`src/rtl/vsa_pkg.sv`:
```
// Shared constants, codes and control types of the voice slot allocator.
package vsa_pkg;

  localparam int NUM_VOICES_DEF = 32;
  localparam int MASK_W         = 32;
  localparam int IDX_OUT_W      = 5;
  localparam int PRIO_W         = 8;
  localparam int TICK_W         = 32;
  localparam int HANDLE_W       = 32;
  localparam int FUNC_W         = 2;

  localparam logic [FUNC_W-1:0] FUNC_ACQUIRE  = 2'd0;
  localparam logic [FUNC_W-1:0] FUNC_LOOKUP   = 2'd1;
  localparam logic [FUNC_W-1:0] FUNC_UPDATE   = 2'd2;
  localparam logic [FUNC_W-1:0] FUNC_STOP_ALL = 2'd3;

  typedef struct packed {
    logic capture;
    logic finish_fast;
    logic scan_start;
    logic scan_step;
    logic commit;
  } cmd_t;

  typedef struct packed {
    logic need_scan;
    logic scan_last;
  } sts_t;

endpackage

```
`src/rtl/vsa_ram.sv`:
```
// Generic single-write, single-read RAM with registered read data.
module vsa_ram #(
  parameter int WIDTH = 8,
  parameter int DEPTH = 32
) (
  input  logic                     clk,
  input  logic                     wr_en,
  input  logic [$clog2(DEPTH)-1:0] wr_addr,
  input  logic [WIDTH-1:0]         wr_data,
  input  logic [$clog2(DEPTH)-1:0] rd_addr,
  output logic [WIDTH-1:0]         rd_data
);

  logic [WIDTH-1:0] mem [DEPTH];

  always_ff @(posedge clk) begin
    if (wr_en) begin
      mem[wr_addr] <= wr_data;
    end
    rd_data <= mem[rd_addr];
  end

endmodule

```
`src/rtl/vsa_ctrl.sv`:
```
// Controller state machine of the voice slot allocator.
module vsa_ctrl (
  input  logic            clk,
  input  logic            rst,
  input  logic            start,
  output logic            busy,
  input  vsa_pkg::sts_t   sts,
  output vsa_pkg::cmd_t   cmd
);

  localparam logic [2:0] S_IDLE   = 3'd0;
  localparam logic [2:0] S_EVAL   = 3'd1;
  localparam logic [2:0] S_SCAN   = 3'd2;
  localparam logic [2:0] S_TAIL   = 3'd3;
  localparam logic [2:0] S_COMMIT = 3'd4;

  logic [2:0] state;
  logic [2:0] state_next;

  always_ff @(posedge clk) begin
    if (rst) begin
      state <= S_IDLE;
    end else begin
      state <= state_next;
    end
  end

  always_comb begin
    state_next = state;
    cmd        = '0;
    unique case (state)
      S_IDLE: begin
        if (start) begin
          cmd.capture = 1'b1;
          state_next  = S_EVAL;
        end
      end
      S_EVAL: begin
        if (sts.need_scan) begin
          cmd.scan_start = 1'b1;
          state_next     = S_SCAN;
        end else begin
          cmd.finish_fast = 1'b1;
          state_next      = S_IDLE;
        end
      end
      S_SCAN: begin
        cmd.scan_step = 1'b1;
        if (sts.scan_last) begin
          state_next = S_TAIL;
        end
      end
      S_TAIL: begin
        state_next = S_COMMIT;
      end
      S_COMMIT: begin
        cmd.commit = 1'b1;
        state_next = S_IDLE;
      end
      default: begin
        state_next = S_IDLE;
      end
    endcase
  end

  assign busy = (state != S_IDLE);

  a_scan_only_in_scan: assert property (@(posedge clk) disable iff (rst)
    (state == S_TAIL) |-> $past(state) == S_SCAN)
    else $error("tail entered without a scan");

endmodule

```
`src/rtl/vsa_dp.sv`:
```
// Datapath of the voice slot allocator: slot table, scan compare and result registers.
module vsa_dp #(
  parameter int NUM_VOICES = vsa_pkg::NUM_VOICES_DEF
) (
  input  logic                                clk,
  input  logic                                rst,
  input  vsa_pkg::cmd_t                       cmd,
  output vsa_pkg::sts_t                       sts,
  input  logic [vsa_pkg::FUNC_W-1:0]          func,
  input  logic [vsa_pkg::PRIO_W-1:0]          req_priority,
  input  logic [vsa_pkg::TICK_W-1:0]          req_start_tick,
  input  logic [vsa_pkg::HANDLE_W-1:0]        req_handle,
  input  logic                                req_streaming,
  input  logic [vsa_pkg::MASK_W-1:0]          stopped_mask,
  input  logic [vsa_pkg::MASK_W-1:0]          eos_mask,
  output logic                                done,
  output logic                                found,
  output logic [vsa_pkg::IDX_OUT_W-1:0]       slot_index,
  output logic                                was_stolen,
  output logic [vsa_pkg::MASK_W-1:0]          freed_mask
);

  localparam int IDX_W = $clog2(NUM_VOICES);
  localparam int REC_W = vsa_pkg::PRIO_W + vsa_pkg::TICK_W + vsa_pkg::HANDLE_W;

  // latched item
  logic [vsa_pkg::FUNC_W-1:0]   r_func;
  logic [vsa_pkg::PRIO_W-1:0]   r_prio;
  logic [vsa_pkg::TICK_W-1:0]   r_tick;
  logic [vsa_pkg::HANDLE_W-1:0] r_handle;
  logic                         r_stream;
  logic [NUM_VOICES-1:0]        r_stopped;
  logic [NUM_VOICES-1:0]        r_eos;

  // slot state kept in flops
  logic [NUM_VOICES-1:0] active;
  logic [NUM_VOICES-1:0] streaming;

  // scan
  logic [IDX_W-1:0]          cnt;
  logic                      rd_vld;
  logic [IDX_W-1:0]          rd_idx;
  logic                      have;
  logic [IDX_W-1:0]          best_idx;
  logic [vsa_pkg::PRIO_W-1:0] best_prio;
  logic [vsa_pkg::TICK_W-1:0] best_tick;

  // result
  logic                  res_found;
  logic [IDX_W-1:0]      res_idx;
  logic                  res_stolen;
  logic [NUM_VOICES-1:0] res_freed;

  logic                        ram_we;
  logic [IDX_W-1:0]            ram_waddr;
  logic [REC_W-1:0]            ram_wdata;
  logic [REC_W-1:0]            ram_rdata;
  logic [vsa_pkg::PRIO_W-1:0]  rd_prio;
  logic [vsa_pkg::TICK_W-1:0]  rd_tick;
  logic [vsa_pkg::HANDLE_W-1:0] rd_handle;

  logic                  free_any;
  logic [IDX_W-1:0]      free_idx;
  logic [NUM_VOICES-1:0] upd_free;
  logic                  take;
  logic                  is_acq;
  logic                  do_write;
  logic [NUM_VOICES-1:0] one_hot;

  vsa_ram #(
    .WIDTH (REC_W),
    .DEPTH (NUM_VOICES)
  ) u_table (
    .clk     (clk),
    .wr_en   (ram_we),
    .wr_addr (ram_waddr),
    .wr_data (ram_wdata),
    .rd_addr (cnt),
    .rd_data (ram_rdata)
  );

  assign {rd_prio, rd_tick, rd_handle} = ram_rdata;

  always_comb begin
    free_idx = '0;
    for (int i = NUM_VOICES - 1; i >= 0; i--) begin
      if (!active[i]) begin
        free_idx = IDX_W'(i);
      end
    end
  end

  assign free_any = ~&active;
  assign is_acq   = (r_func == vsa_pkg::FUNC_ACQUIRE);
  assign upd_free = active & r_stopped & (~streaming | r_eos);

  assign sts.need_scan = (r_func == vsa_pkg::FUNC_LOOKUP) || (is_acq && !free_any);
  assign sts.scan_last = (cnt == IDX_W'(NUM_VOICES - 1));

  always_comb begin
    take = 1'b0;
    if (rd_vld && active[rd_idx]) begin
      if (is_acq) begin
        take = (rd_prio < r_prio) &&
               (!have || rd_prio < best_prio ||
                (rd_prio == best_prio && rd_tick < best_tick));
      end else begin
        take = !have && (r_handle != '0) && (rd_handle == r_handle);
      end
    end
  end

  // acquire writes the granted slot, either at once or after the steal scan
  assign do_write  = is_acq && ((cmd.finish_fast && free_any) || (cmd.commit && have));
  assign ram_we    = do_write;
  assign ram_waddr = cmd.commit ? best_idx : free_idx;
  assign ram_wdata = {r_prio, r_tick, r_handle};
  assign one_hot   = {{(NUM_VOICES-1){1'b0}}, 1'b1} << best_idx;

  always_ff @(posedge clk) begin
    if (cmd.capture) begin
      r_func    <= func;
      r_prio    <= req_priority;
      r_tick    <= req_start_tick;
      r_handle  <= req_handle;
      r_stream  <= req_streaming;
      r_stopped <= stopped_mask[NUM_VOICES-1:0];
      r_eos     <= eos_mask[NUM_VOICES-1:0];
    end
    rd_idx <= cnt;
    if (take) begin
      best_idx  <= rd_idx;
      best_prio <= rd_prio;
      best_tick <= rd_tick;
    end
    if (do_write) begin
      streaming[ram_waddr] <= r_stream;
    end
    if (cmd.finish_fast) begin
      res_found  <= is_acq;
      res_idx    <= is_acq ? free_idx : '0;
      res_stolen <= 1'b0;
      unique case (r_func)
        vsa_pkg::FUNC_UPDATE:   res_freed <= upd_free;
        vsa_pkg::FUNC_STOP_ALL: res_freed <= active;
        default:                res_freed <= '0;
      endcase
    end
    if (cmd.commit) begin
      res_found  <= have;
      res_idx    <= have ? best_idx : '0;
      res_stolen <= have && is_acq;
      res_freed  <= (have && is_acq) ? one_hot : '0;
    end
  end

  always_ff @(posedge clk) begin
    if (rst) begin
      active <= '0;
      cnt    <= '0;
      rd_vld <= 1'b0;
      have   <= 1'b0;
      done   <= 1'b0;
    end else begin
      done   <= cmd.finish_fast | cmd.commit;
      rd_vld <= cmd.scan_step;
      if (cmd.scan_start) begin
        cnt  <= '0;
        have <= 1'b0;
      end else if (cmd.scan_step) begin
        cnt <= sts.scan_last ? '0 : cnt + 1'b1;
      end
      if (take) begin
        have <= 1'b1;
      end
      if (cmd.finish_fast) begin
        unique case (r_func)
          vsa_pkg::FUNC_UPDATE:   active <= active & ~upd_free;
          vsa_pkg::FUNC_STOP_ALL: active <= '0;
          default:                ;
        endcase
      end
      if (do_write) begin
        active[ram_waddr] <= 1'b1;
      end
    end
  end

  assign found      = res_found;
  assign slot_index = vsa_pkg::IDX_OUT_W'(res_idx);
  assign was_stolen = res_stolen;
  assign freed_mask = vsa_pkg::MASK_W'(res_freed);

  a_stolen_found: assert property (@(posedge clk) disable iff (rst)
    (done && was_stolen) |-> found && $onehot(res_freed))
    else $error("steal without a single granted slot");

  a_grant_active: assert property (@(posedge clk) disable iff (rst)
    (done && found && r_func == vsa_pkg::FUNC_ACQUIRE) |-> active[res_idx])
    else $error("granted slot not marked active");

  a_freed_cleared: assert property (@(posedge clk) disable iff (rst)
    (done && !was_stolen) |-> (res_freed & active) == '0)
    else $error("freed slot still active");

  a_steal_when_full: assert property (@(posedge clk) disable iff (rst)
    (cmd.commit && have && is_acq) |-> &active)
    else $error("steal taken while a slot was free");

endmodule

```
`src/rtl/voice_slot_allocator_top.sv`:
```
// Top level of the voice slot allocator.
//
// An item is taken when start is high and busy is low; its single result appears on
// found, slot_index, was_stolen and freed_mask for one cycle with done high, and the
// receiver must take it then. Update, stop-all and an acquire that finds a free slot
// finish without a scan of the table. Lookup and an acquire on a full table read the
// slot table one entry a cycle through the single read port of the table RAM, and then
// pass through the TAIL and COMMIT states. busy falls as the result is registered,
// so a new item may be started in the cycle that done is shown. Slot fields are only
// read for active slots; the table RAM needs no clearing after reset.
module voice_slot_allocator_top #(
  parameter int NUM_VOICES = vsa_pkg::NUM_VOICES_DEF
) (
  input  logic                          clk,
  input  logic                          rst,
  input  logic                          start,
  output logic                          busy,
  input  logic [vsa_pkg::FUNC_W-1:0]    func,
  input  logic [vsa_pkg::PRIO_W-1:0]    req_priority,
  input  logic [vsa_pkg::TICK_W-1:0]    req_start_tick,
  input  logic [vsa_pkg::HANDLE_W-1:0]  req_handle,
  input  logic                          req_streaming,
  input  logic [vsa_pkg::MASK_W-1:0]    stopped_mask,
  input  logic [vsa_pkg::MASK_W-1:0]    eos_mask,
  output logic                          done,
  output logic                          found,
  output logic [vsa_pkg::IDX_OUT_W-1:0] slot_index,
  output logic                          was_stolen,
  output logic [vsa_pkg::MASK_W-1:0]    freed_mask
);

  vsa_pkg::cmd_t cmd;
  vsa_pkg::sts_t sts;

  vsa_ctrl u_ctrl (
    .clk   (clk),
    .rst   (rst),
    .start (start),
    .busy  (busy),
    .sts   (sts),
    .cmd   (cmd)
  );

  vsa_dp #(
    .NUM_VOICES (NUM_VOICES)
  ) u_dp (
    .clk            (clk),
    .rst            (rst),
    .cmd            (cmd),
    .sts            (sts),
    .func           (func),
    .req_priority   (req_priority),
    .req_start_tick (req_start_tick),
    .req_handle     (req_handle),
    .req_streaming  (req_streaming),
    .stopped_mask   (stopped_mask),
    .eos_mask       (eos_mask),
    .done           (done),
    .found          (found),
    .slot_index     (slot_index),
    .was_stolen     (was_stolen),
    .freed_mask     (freed_mask)
  );

endmodule
```
`config.mk`:
```
export PLATFORM = sky130hd
export DESIGN_NAME = voice_slot_allocator_top
export DESIGN_NICKNAME = d
export VERILOG_FILES = /design/src/rtl/vsa_pkg.sv /design/src/rtl/vsa_ram.sv /design/src/rtl/vsa_ctrl.sv /design/src/rtl/vsa_dp.sv /design/src/rtl/voice_slot_allocator_top.sv
export SDC_FILE = /design/constraint.sdc
export NUM_CORES = 2
export LEC_CHECK = 0
export ABC_AREA = 1
export BUFFER_PORTS_ARGS = -buffer_cell sky130_fd_sc_hd__buf_4
export CAP_MARGIN = 5
export CORE_MARGIN = 10
export CORE_UTILIZATION = 40
export DETAILED_ROUTE_END_ITERATION = 6
export GPL_ROUTABILITY_DRIVEN = 0
export GPL_TIMING_DRIVEN = 0
export PLACE_DENSITY_LB_ADDON = 0.25
export SYNTH_ARGS = -nofsm -noshare
export SYNTH_HDL_FRONTEND = slang
export SYNTH_SLANG_ARGS = --single-unit
```
`constraint.sdc`:
```
create_clock -name clk -period 6.6 [get_ports clk]
set_clock_uncertainty 0.15 [all_clocks]
set_input_delay 0.33 -clock clk [delete_from_list [all_inputs] [get_ports clk]]
set_output_delay 0.33 -clock clk [all_outputs]
set_load 0.03 [all_outputs]
```
==> flow_summary.json <==
{
  "dieWidth_um": 529,
  "crit_type": "reg -> reg",
  "dieHeight_um": 529,
  "use_met1_pct": 36.1,
  "placed_cells_incl_taps": 11500,
  "grt.overflow.total": 0,
  "seqPwrFrac_pct": 52.5,
  "violations": "design-rule violations, max-capacitance violations, max-slew violations, negative setup slack",
  "yosys_warnings": 0,
  "r2r_cells": 9,
  "synth_most_common_cell": "edfxtp_1",
  "startpoint_type": "register",
  "cts_resized": 0,
  "root_buffer": "clkbuf_16",
  "cts_setup_buffers": 0,
  "syn-num-nets": 8038,
  "status": "complete, but fails checks",
  "crit-reg2reg-capture": "u_dp.u_table.rd_data[58]$_DFF_P_",
  "finalCoreUtilization_pct": 48.1,
  "synthCells": 7848,
  "port_buffers": 182,
  "synthTopCellsByArea": "edfxtp_1, o21ai_0, nor2_1",
  "avgSynthCellArea_um2": 13.2,
  "p_per_area_nw_per_um2": 295,
  "crit_top_cell": "clkbuf_1",
  "top_usage_layer": "met2",
  "crit_required_ns": 7.17,
  "firstDrtPassIters": 7,
  "critPathTopFamily": "buffers and inverters",
  "netSwitchingFraction_pct": 21.9,
  "synth-edff-count": 2559,
  "drt_iter0_markers": 12500,
  "ys_types": 48,
  "track_usage_pct": 27.8,
  "stdcell_count": 12300,
  "reg2reg_from": "u_dp.cnt[0]$_SDFFE_PP0P_",
  "startpoint": "u_dp.cnt[0]$_SDFFE_PP0P_",
  "clockBufferDepth": 4,
  "worst_pin_slew_ns": 1.58,
  "relSlewSlack_pct": -5.45,
  "cts_tree": "yes",
  "power_frac_comb_pct": 3.9,
  "fmax_mhz": 151,
  "cp.arrival_ns": 7.17,
  "hold_viol": 0,
  "r2r_slack_ns": -0.002,
  "dp_hpwl_um": 265000,
  "drive_gt1_share_pct": 8.65,
  "clockPowerShare_pct": 43.5,
  "routed_wl_um": 406000,
  "synth_largest_area_cell": "edfxtp_1",
  "nets": 8892,
  "final_antenna_net_count": 0,
  "die_area_um2": 280000,
  "internal_power_mw": 28.6,
  "clkLatencyLatePin_ns": 0.96,
  "drc": 3,
  "post-route-period-util_pct": 100,
  "crit_cells": 9,
  "grt_pass1_wl_um": 553000,
  "rows": 186,
  "synth_top_area_share_pct": 74.0,
  "setup_viol": 1,
  "synth-seq-area-share_pct": 76.3,
  "path_max_fanout": 10,
  "slew_viol_final": 23,
  "peakVddDrop_uv": 286,
  "leakage_nw": 40.8,
  "crit_buf_inv": 5,
  "fin_ws_ns": -0.00232,
  "cp_cell_sequence": "clkbuf_2 -> inv_2 -> clkbuf_1 -> clkbuf_1 -> clkbuf_1 -> nor2_1 -> o22ai_1 -> a21oi_1 -> o31ai_1",
  "synthFlopType": "edfxtp_1",
  "hold_path_class": "in -> reg",
  "synth_commonest_cells": "edfxtp_1, o21ai_0, nor2_1",
  "start_util_pct": 40.3,
  "clock-sinks": 2679,
  "wl_per_cell_um": 33.0,
  "grtUsageMet2_pct": 42.3,
  "cp-end-kind": "register",
  "maxCapViolCount": 3,
  "numCtsBuffers": 292,
  "async_flop_share_pct": 0,
  "core_um2": 258000,
  "num_vias": 75700,
  "endpoint": "u_dp.u_table.rd_data[58]$_DFF_P_",
  "first_global_vias": 71300,
  "pin_count": 183,
  "grt_max_degree": 51,
  "post-route-min-period_ns": 6.60,
  "viasPerCell": 6.14,
  "rsz0062_at_grt": "false",
  "clkTransAtPathRegs_ns": 0.06,
  "cts_hold_buf": 272,
  "crit_slowest_cell": "clkbuf_1",
  "netlist_area_um2": 104000,
  "slowest_delay_ns": 1.14,
  "ys_seq_elements": 2679,
  "htree_levels": 5,
  "grt_use_met3_pct": 8.20,
  "antenna_found_initial": 36,
  "syn2layout_area_growth_pct": 19.4,
  "switchingPower_mw": 8.01
}
placed cells by master, fill, tap and decap left out, types with 10 or more instances in the layout:
master and instances:
buf_4 183, nand2_1 399, edfxtp_1 2559, clkbuf_1 543, inv_1 141, dfxtp_1 120, nor3_1 16, buf_16 57
buf_1 30, bufinv_16 19, clkbuf_2 28, xor2_1 12, clkinv_1 43, nor2_1 1456, buf_8 11, ha_1 48
inv_6 28, dlygate4sd3_1 272, diode_2 22, o211ai_1 12, o21ai_0 1471, or2_2 10, nand4_1 23, a31oi_1 23
buf_12 38, a21oi_1 98, clkbuf_16 297, o221ai_1 76, o2111ai_1 35, clkbuf_8 23, nand3_1 105, clkinv_2 35
nor4_1 13, o22ai_1 606
flip-flops by register name, summed over array words and instances, names as in the netlist, 5 cells and up:
name	flops
u_dp.slot_index	5
u_dp.r_stopped	32
u_dp.active	32
u_dp.u_table.rd_data	72
u_dp.best_tick	32
u_dp.u_table.mem	2304
u_dp.r_handle	32
u_dp.r_eos	32
u_dp.rd_idx	5
u_dp.cnt	5
u_dp.best_idx	5
u_dp.freed_mask	32
u_dp.r_tick	32
u_dp.streaming	32
u_dp.r_prio	8
u_dp.best_prio	8
metrics by stage:
step                total power [mW]  hold WS, ns  area, um^2  setup TNS [ns]  worst slack, ns
finish                          36.6       0.0153      124000        -0.00232         -0.00232
floorplan                       19.9        0.211      104000               0            0.666
global placement                20.7        0.265      109000        -5192.44            -6.13
CTS                             36.5      0.00273      124000               0            0.456
global route                    37.4      0.00771      124000               0            0.256
detailed placement              20.8        0.275      112000               0            0.462
worst min-delay path by stage:
stage / startpoint / endpoint / slack, ns / cells past startpoint
2_1_floorplan: u_dp.cnt[2]$_SDFFE_PP0P_ / u_dp.rd_idx[2]$_DFF_P_ / 0.21 / 0
3_3_place_gp: u_dp.u_table.rd_data[32]$_DFF_P_ / u_dp.best_tick[0]$_DFFE_PP_ / 0.27 / 0
3_5_place_dp: u_dp.u_table.rd_data[49]$_DFF_P_ / u_dp.best_tick[17]$_DFFE_PP_ / 0.28 / 0
4_1_cts: eos_mask[30] / u_dp.r_eos[30]$_DFFE_PP_ / 0.003 / 2
5_1_grt: req_handle[3] / u_dp.r_handle[3]$_DFFE_PP_ / 0.008 / 2
6_report: eos_mask[30] / u_dp.r_eos[30]$_DFFE_PP_ / 0.02 / 2
layer usage:
metal	vias up	share of wire (%)	wire (um)
met3	1168	14	56200
li1	31100	-	-
met5	-	0.029	116
met1	37500	36	147000
met4	18	6.1	24800
met2	5858	44	178000
power by group through the flow:
stage                     Clock, mW  Combinational (mW)  Sequential, mW
final                          15.9                1.44            19.2
after global routing           16.7                1.50            19.2
after CTS                      16.0                1.32            19.2
after detailed placement          0                1.19            19.6
after global placement            0                1.06            19.7
after floorplan                   0               0.499            19.4
cell families (layout without fill, tap and decap cells):
group,Yosys count,count (layout),synth area share (%)
compound gates,2364,2364,12.7
simple gates,2040,2040,7.68
flops,2679,2679,76.3
buf+inv,702,1767,2.56
fa+ha+maj,48,48,0.579
other cells,0,22,0
xor+xnor,15,15,0.127
worst register-to-register path, delay by kind of cell (launching register included):
family          cells  cell delay, ns
simple gates        1            0.10
flops               1            0.48
buf+inv             5            4.11
compound gates      3            1.55
cell type report:
| class | count | area [um^2] |
|---|---|---|
| diodes | 22 | 55.1 |
| plain buffers | 530 | 2040 |
| clock buffers | 396 | 8030 |
| clock inverters | 109 | 1040 |
| fillers | 22300 | 134000 |
| inverters | 172 | 766 |
| multi-input cells | 4467 | 22000 |
| flip-flops and latches | 2679 | 79200 |
| well taps | 3384 | 4230 |
| repair buffers | 560 | 6580 |
Note: power is estimated with default switching activity, not from simulation.
